$ cat config.mk
export PLATFORM = sky130hd
export DESIGN_NAME = refcounted_key_intern_table
export DESIGN_NICKNAME = d
export VERILOG_FILES = /design/src/ritab_pkg.sv /design/src/refcounted_key_intern_table.sv /design/src/ritab_ram.sv /design/src/ritab_counts.sv
export SDC_FILE = /design/constraint.sdc
export NUM_CORES = 1
export LEC_CHECK = 0
export ABC_AREA = 1
export BUFFER_PORTS_ARGS = -buffer_cell sky130_fd_sc_hd__buf_2
export CAP_MARGIN = 30
export CORE_MARGIN = 1.5
export CORE_UTILIZATION = 63
export CTS_CLUSTER_DIAMETER = 30
export DETAILED_ROUTE_END_ITERATION = 10
export GPL_TIMING_DRIVEN = 0
export PLACE_DENSITY_LB_ADDON = 0.2
export SLEW_MARGIN = 20
export SYNTH_ARGS = -nofsm -noshare
export SYNTH_HDL_FRONTEND = slang
export SYNTH_HIERARCHICAL = 1
export SYNTH_SLANG_ARGS = --single-unit
export TNS_END_PERCENT = 5
$ cat constraint.sdc
create_clock -name clock -period 4.8 [get_ports clock]
set_input_delay 0.96 -clock clock [delete_from_list [all_inputs] [get_ports clock]]
set_output_delay 0.96 -clock clock [all_outputs]
set_load 0.05 [all_outputs]
$ cat src/ritab_pkg.sv
`default_nettype none

package ritab_pkg;

   localparam int SLOTS      = 16;
   localparam int COUNT_BITS = 16;
   localparam int SLOT_W     = (SLOTS > 1) ? $clog2(SLOTS) : 1;

   localparam int KEY_W        = 32;
   localparam int RSP_SLOT_W   = 4;
   localparam int RSP_COUNT_W  = 16;
   localparam int RSP_STATUS_W = 3;

   // Request kinds
   localparam logic KIND_ACQUIRE = 1'b0;
   localparam logic KIND_RELEASE = 1'b1;

   typedef enum logic [RSP_STATUS_W-1:0] {
      ST_NEW       = 3'd0,
      ST_MATCHED   = 3'd1,
      ST_FULL      = 3'd2,
      ST_RELEASED  = 3'd3,
      ST_FREED     = 3'd4,
      ST_NOT_FOUND = 3'd5,
      ST_SATURATED = 3'd6
   } status_type;

   // Count write from the sequencer into the count file
   typedef struct packed {
      logic                  en;
      logic [SLOT_W-1:0]     idx;
      logic [COUNT_BITS-1:0] value;
   } cnt_wr_type;

endpackage

`default_nettype wire

$ cat src/refcounted_key_intern_table.sv
// Reference-counted key intern table, 16 slots.
// Flow: the start transfer is followed by a scan of every slot, an update of
// the chosen slot, and the registered result on the ports.
// A new request is taken only while idle; the scan reads one slot per cycle
// through the key RAM port and the single key compare.
// Reset: synchronous, active high; all counts cleared at once, keys left as is.
// The receiver cannot stall: rsp_valid marks each result for exactly one cycle.
`default_nettype none

module refcounted_key_intern_table (
   input  wire logic                                clock,
   input  wire logic                                reset,
   input  wire logic                                start,
   output logic                                     busy,
   input  wire logic                                req_kind,
   input  wire logic [ritab_pkg::KEY_W-1:0]         req_date_key,
   output logic                                     rsp_valid,
   output logic      [ritab_pkg::RSP_SLOT_W-1:0]    rsp_slot,
   output logic      [ritab_pkg::RSP_COUNT_W-1:0]   rsp_ref_count,
   output logic      [ritab_pkg::RSP_STATUS_W-1:0]  rsp_status
);

   import ritab_pkg::*;

   localparam logic [SLOT_W-1:0]     LAST_IDX = SLOT_W'(SLOTS - 1);
   localparam logic [COUNT_BITS-1:0] CNT_MAX  = '1;
   localparam logic [COUNT_BITS-1:0] CNT_ONE  = COUNT_BITS'(1);

   typedef enum logic [1:0] {
      S_IDLE,
      S_SCAN,
      S_UPDATE
   } state_type;

   // Sequencer state and latched request
   state_type             state_ff,      state_in;
   logic [SLOT_W-1:0]     idx_ff,        idx_in;
   logic                  kind_ff,       kind_in;
   logic [KEY_W-1:0]      key_ff,        key_in;

   // Scan results: first live match and lowest free slot
   logic                  hit_found_ff,  hit_found_in;
   logic [SLOT_W-1:0]     hit_idx_ff,    hit_idx_in;
   logic [COUNT_BITS-1:0] hit_cnt_ff,    hit_cnt_in;
   logic                  free_found_ff, free_found_in;
   logic [SLOT_W-1:0]     free_idx_ff,   free_idx_in;

   // Result registers
   logic                    rsp_valid_ff,  rsp_valid_in;
   logic [RSP_SLOT_W-1:0]   rsp_slot_ff,   rsp_slot_in;
   logic [RSP_COUNT_W-1:0]  rsp_count_ff,  rsp_count_in;
   status_type              rsp_status_ff, rsp_status_in;

   // Storage ports
   logic [KEY_W-1:0]      key_rd;
   logic                  key_we;
   logic [COUNT_BITS-1:0] cnt_rd;
   cnt_wr_type            cnt_wr;

   // Shared compare unit
   logic                  slot_live;
   logic                  slot_match;
   logic [COUNT_BITS-1:0] cnt_dec;

   // Key RAM: read address runs one step ahead so the key of idx_ff
   // is on rd_data during each scan cycle.
   ritab_ram #(
      .WIDTH (KEY_W),
      .DEPTH (SLOTS)
   ) u_key_ram (
      .clock   (clock),
      .wr_en   (key_we),
      .wr_addr (free_idx_ff),
      .wr_data (key_ff),
      .rd_addr (idx_in),
      .rd_data (key_rd)
   );

   ritab_counts u_counts (
      .clock    (clock),
      .reset    (reset),
      .rd_idx   (idx_ff),
      .rd_count (cnt_rd),
      .wr       (cnt_wr)
   );

   // A stored key counts only while its slot is live.
   assign slot_live  = (cnt_rd != '0);
   assign slot_match = slot_live && (key_rd == key_ff);
   assign cnt_dec    = hit_cnt_ff - CNT_ONE;

   always_comb begin
      state_in      = state_ff;
      idx_in        = idx_ff;
      kind_in       = kind_ff;
      key_in        = key_ff;
      hit_found_in  = hit_found_ff;
      hit_idx_in    = hit_idx_ff;
      hit_cnt_in    = hit_cnt_ff;
      free_found_in = free_found_ff;
      free_idx_in   = free_idx_ff;
      rsp_valid_in  = 1'b0;
      rsp_slot_in   = rsp_slot_ff;
      rsp_count_in  = rsp_count_ff;
      rsp_status_in = rsp_status_ff;
      key_we        = 1'b0;
      cnt_wr        = '0;

      unique case (state_ff)
         S_IDLE: begin
            if (start) begin
               kind_in       = req_kind;
               key_in        = req_date_key;
               idx_in        = '0;
               hit_found_in  = 1'b0;
               free_found_in = 1'b0;
               state_in      = S_SCAN;
            end
         end

         S_SCAN: begin
            if (slot_match && !hit_found_ff) begin
               hit_found_in = 1'b1;
               hit_idx_in   = idx_ff;
               hit_cnt_in   = cnt_rd;
            end
            if (!slot_live && !free_found_ff) begin
               free_found_in = 1'b1;
               free_idx_in   = idx_ff;
            end
            if (idx_ff == LAST_IDX) begin
               state_in = S_UPDATE;
            end else begin
               idx_in = idx_ff + SLOT_W'(1);
            end
         end

         S_UPDATE: begin
            state_in     = S_IDLE;
            rsp_valid_in = 1'b1;
            if (kind_ff == KIND_ACQUIRE) begin
               if (hit_found_ff) begin
                  rsp_slot_in = RSP_SLOT_W'(hit_idx_ff);
                  if (hit_cnt_ff == CNT_MAX) begin
                     // count pinned at its maximum, table unchanged
                     rsp_count_in  = RSP_COUNT_W'(hit_cnt_ff);
                     rsp_status_in = ST_SATURATED;
                  end else begin
                     cnt_wr.en     = 1'b1;
                     cnt_wr.idx    = hit_idx_ff;
                     cnt_wr.value  = hit_cnt_ff + CNT_ONE;
                     rsp_count_in  = RSP_COUNT_W'(hit_cnt_ff + CNT_ONE);
                     rsp_status_in = ST_MATCHED;
                  end
               end else if (free_found_ff) begin
                  key_we        = 1'b1;
                  cnt_wr.en     = 1'b1;
                  cnt_wr.idx    = free_idx_ff;
                  cnt_wr.value  = CNT_ONE;
                  rsp_slot_in   = RSP_SLOT_W'(free_idx_ff);
                  rsp_count_in  = RSP_COUNT_W'(CNT_ONE);
                  rsp_status_in = ST_NEW;
               end else begin
                  rsp_slot_in   = '0;
                  rsp_count_in  = '0;
                  rsp_status_in = ST_FULL;
               end
            end else begin
               if (hit_found_ff) begin
                  cnt_wr.en    = 1'b1;
                  cnt_wr.idx   = hit_idx_ff;
                  cnt_wr.value = cnt_dec;
                  rsp_slot_in  = RSP_SLOT_W'(hit_idx_ff);
                  rsp_count_in = RSP_COUNT_W'(cnt_dec);
                  if (cnt_dec == '0) begin
                     rsp_status_in = ST_FREED;
                  end else begin
                     rsp_status_in = ST_RELEASED;
                  end
               end else begin
                  rsp_slot_in   = '0;
                  rsp_count_in  = '0;
                  rsp_status_in = ST_NOT_FOUND;
               end
            end
         end

         default: begin
            state_in = S_IDLE;
         end
      endcase
   end

   always_ff @(posedge clock) begin
      if (reset) begin
         state_ff     <= S_IDLE;
         rsp_valid_ff <= 1'b0;
      end else begin
         state_ff     <= state_in;
         rsp_valid_ff <= rsp_valid_in;
      end
      idx_ff        <= idx_in;
      kind_ff       <= kind_in;
      key_ff        <= key_in;
      hit_found_ff  <= hit_found_in;
      hit_idx_ff    <= hit_idx_in;
      hit_cnt_ff    <= hit_cnt_in;
      free_found_ff <= free_found_in;
      free_idx_ff   <= free_idx_in;
      rsp_slot_ff   <= rsp_slot_in;
      rsp_count_ff  <= rsp_count_in;
      rsp_status_ff <= rsp_status_in;
   end

   assign busy          = (state_ff != S_IDLE);
   assign rsp_valid     = rsp_valid_ff;
   assign rsp_slot      = rsp_slot_ff;
   assign rsp_ref_count = rsp_count_ff;
   assign rsp_status    = rsp_status_ff;

endmodule

`default_nettype wire

$ cat src/ritab_ram.sv
`default_nettype none

module ritab_ram #(
   parameter int WIDTH = 32,
   parameter int DEPTH = 16,
   parameter int AW    = (DEPTH > 1) ? $clog2(DEPTH) : 1
) (
   input  wire logic             clock,
   input  wire logic             wr_en,
   input  wire logic [AW-1:0]    wr_addr,
   input  wire logic [WIDTH-1:0] wr_data,
   input  wire logic [AW-1:0]    rd_addr,
   output logic      [WIDTH-1:0] rd_data
);

   logic [WIDTH-1:0] mem_ff [DEPTH];
   logic [WIDTH-1:0] rd_data_ff;

   always_ff @(posedge clock) begin
      if (wr_en) begin
         mem_ff[wr_addr] <= wr_data;
      end
      rd_data_ff <= mem_ff[rd_addr];
   end

   assign rd_data = rd_data_ff;

endmodule

`default_nettype wire

$ cat src/ritab_counts.sv
`default_nettype none

module ritab_counts (
   input  wire logic                              clock,
   input  wire logic                              reset,
   input  wire logic [ritab_pkg::SLOT_W-1:0]      rd_idx,
   output logic      [ritab_pkg::COUNT_BITS-1:0]  rd_count,
   input  wire ritab_pkg::cnt_wr_type             wr
);

   import ritab_pkg::*;

   // Per-slot reference counts; zero marks a free slot.
   logic [COUNT_BITS-1:0] counts_ff [SLOTS];

   always_ff @(posedge clock) begin
      if (reset) begin
         for (int i = 0; i < SLOTS; i++) begin
            counts_ff[i] <= '0;
         end
      end else if (wr.en) begin
         counts_ff[wr.idx] <= wr.value;
      end
   end

   assign rd_count = counts_ff[rd_idx];

endmodule

`default_nettype wire

==> results_dict.tcl <==
set metrics [dict create \
    synth_ff_type "edfxtp_1" \
    clk_latency_ns 0.74 \
    track_usage_pct 36.5 \
    p_switching_mw 6.01 \
    max_slew_margin_pct 32.9 \
    crit_top_cell "nand3_1" \
    numCtsBuffers 159 \
    post_cts_resized 0 \
    finalCriticalPeriod_ns 4.25 \
    drt-total-wl_um 116000 \
    setup_viol 0 \
    antenna_found_initial 0 \
    hpwl_um 74500 \
    synth.area.top_cells "edfxtp_1, nand2_1, nand3_1" \
    ioPinCount 61 \
    port_buffers 60 \
    cts_root_buffer "clkbuf_16" \
    swShare_pct 26.1 \
    clockBufferDepth 3 \
    maxCapViolCount 0 \
    cp_data_arrival_time_ns 4.59 \
    avgSynthCellArea_sq_um 9.86 \
    synth.most_common_cell "nand2_1" \
    placed_cells 4953 \
    seq_power_share_pct 38.5 \
    initial_core_util_pct 64.2 \
    powerDensity_mw_per_mm2 486 \
    cp-end-kind "flip-flop" \
    syn_to_final_growth_pct 18.9 \
    ir_drop_v 0.000464 \
    synthCells 4037 \
    grt_pass1_vias 29552 \
    cpPeakStageDelay_ns 0.62 \
    vias 30470 \
    fp.dieH_um 254 \
    slew_violations 0 \
    fmax_ghz 0.235 \
    cts_tree "done" \
    drive_above_1_share_pct 12.0 \
    gp_congestion 0.917 \
    p_total_mw 23.0 \
    finalNetCount 4319 \
    yosysSeqAreaShare_pct 66.1 \
    core_sq_mm 0.0621 \
    synth_async_sr_flop_share_pct 0 \
    syn_nets 4078 \
    clock-sinks 889 \
    drc 0 \
    htreeDepth 4 \
    final_hold_viol_count 0 \
    skew_ns 0.0267 \
    yosysTopAreaCellShare_pct 64.1 \
    via_per_inst 5.80 \
    internal-power_mw 17.0 \
    die_w_um 254 \
    synth.largest_area_cell "edfxtp_1" \
    pwr-share-clk_pct 50.3 \
    synth_common_cells "nand2_1, edfxtp_1, inv_1" \
    cts_setup_buffers 0 \
    path_class "flip-flop to flip-flop" \
    status "finished, final reports clean" \
    drtIter0Drc 3526 \
    yosysWarningCount 6 \
    overflow 0 \
    combPwrFrac_pct 11.2 \
    synth_seq_cells 889 \
    tightestPinTransition_ns 1.01 \
    postCtsHoldBufs 0 \
    grt_pass1_wl_um 172000 \
    path_max_fanout 20 \
    yosys.cell_types.count 40 \
    cp_cell_sequence "buf_2, clkbuf_1, nand2_1, nand3_1, nand3_1, nand3_1, nand2_1, nor4_1, nand3b_1, nand2_1, nor2_1, nand3_1, inv_1" \
    startpoint_type "flip-flop" \
    diodes 0 \
    die-area_sq_mm 0.0647 \
    grt_max_degree 29 \
    whs_ns 0.395 \
    worstHoldPathType "input pin to flip-flop" \
    p_leak_nw 19.8 \
    synth_edf_count 850 \
    dr.pass1.iters 9 \
    crit_path_top_delay_cell "clkbuf_1" \
    fp-row-count 91 \
    rsz0062_at_grt "false" \
    instances_no_fill 5249 \
    synthesis.area_sq_mm 0.0398 \
    min_period_over_period_pct 88.5 \
    drt.antenna.violating_nets 0 \
    avgRoutedWirePerCell_um 22.2 \
    clkSlewWorstSetupHoldPaths_ns 0.06 \
    critical_path_required_ns 5.14 \
]
-- layout make-up --
type / count / area (sq um)
Buffer: 199 / 1180
Clock buffer: 185 / 4240
Clock inverter: 110 / 1360
Fill cell: 3954 / 14700
Inverter: 675 / 2540
Multi-Input combinational cell: 2274 / 9930
Sequential cell: 889 / 26300
Tap cell: 837 / 1050
Timing Repair Buffer: 80 / 759
-- placed cells by master (no fill, tap or decap), types with 13 or more instances in the layout --
| master | Yosys | layout |
|---|---|---|
| nand2_1 | 1154 | 1154 |
| edfxtp_1 | 850 | 850 |
| inv_1 | 668 | 668 |
| nand3_1 | 610 | 610 |
| nor2_1 | 361 | 343 |
| clkbuf_16 | 0 | 164 |
| buf_2 | 65 | 125 |
| clkbuf_1 | 55 | 70 |
| buf_6 | 42 | 43 |
| dfxtp_1 | 39 | 39 |
| buf_1 | 30 | 30 |
| o21ai_0 | 29 | 29 |
| nand2_2 | 24 | 24 |
| bufinv_16 | 0 | 22 |
| nor2_4 | 3 | 21 |
| clkinvlp_4 | 0 | 21 |
| clkinv_2 | 0 | 18 |
| inv_6 | 0 | 17 |
| a21oi_1 | 13 | 13 |
-- kinds of logic after synthesis --
| family | Yosys count | synth area share, % |
|---|---|---|
| AND/OR/NAND/NOR | 2189 | 23.2 |
| flip-flops | 889 | 66.1 |
| buffers and inverters | 874 | 9.34 |
| AO/OA/AOI/OAI | 62 | 0.870 |
| XOR/XNOR | 18 | 0.396 |
| adder cells (fa/ha/maj) | 5 | 0.157 |
-- flip-flops by register name (all words and copies together) (netlist names), 3 cells and up --
signal              count
key_ff                 32
free_idx_ff             4
u_key_ram/mem_ff      512
idx_ff                  4
rsp_status              3
hit_cnt_ff             16
rsp_ref_count          16
u_counts/counts_ff    256
hit_idx_ff              4
u_key_ram/rd_data      32
rsp_slot                4
-- worst max-delay path: cells and delay by family, from the launching register on --
family / cells / cell delay [ns]
AND/OR/NAND/NOR: 10 / 1.90
buffers and inverters: 3 / 1.32
flip-flops: 1 / 0.59
-- per-layer routing --
layer / up-vias / GRT usage (%) / wire, um
met2: 2114 / 59.4 / 55300
li1: 13534 / - / -
met1: 14289 / 44.0 / 40400
met4: 0 / 24.9 / 8200
met5: - / 0 / 0
met3: 533 / 7.55 / 12500
-- metrics by stage --
stage	setup TNS, ns	setup WS, ns	area (sq um)	util (%)
global route	0	0.465	47400	76.3
finish	0	0.551	47400	76.3
CTS	0	0.726	47400	76.3
detailed placement	0	0.785	41800	67.3
floorplan	0	0.410	39800	-
global placement	-1341.18	-2.39	41200	66.3
-- power by group through the flow --
| stage | clock, mW | sequential (mW) | combinational (mW) |
|---|---|---|---|
| 2_1_floorplan | 0 | 8.95 | 1.55 |
| 3_3_place_gp | 0 | 9.01 | 2.39 |
| 3_5_place_dp | 0 | 9.02 | 2.45 |
| 4_1_cts | 11.6 | 8.88 | 2.50 |
| 5_1_grt | 12.0 | 8.89 | 2.71 |
| 6_report | 11.6 | 8.88 | 2.58 |
-- final timing paths --
path,slack (ns),start,to,cells past startpoint
min,0.40,req_kind,kind_ff,1
max,0.55,idx_ff[0],hit_cnt_ff[10],13
min reg2reg,0.56,idx_ff[3],free_idx_ff[3],0
max reg2reg,0.55,idx_ff[0],hit_cnt_ff[10],13
No activity file was read; power rests on OpenSTA's default activity.
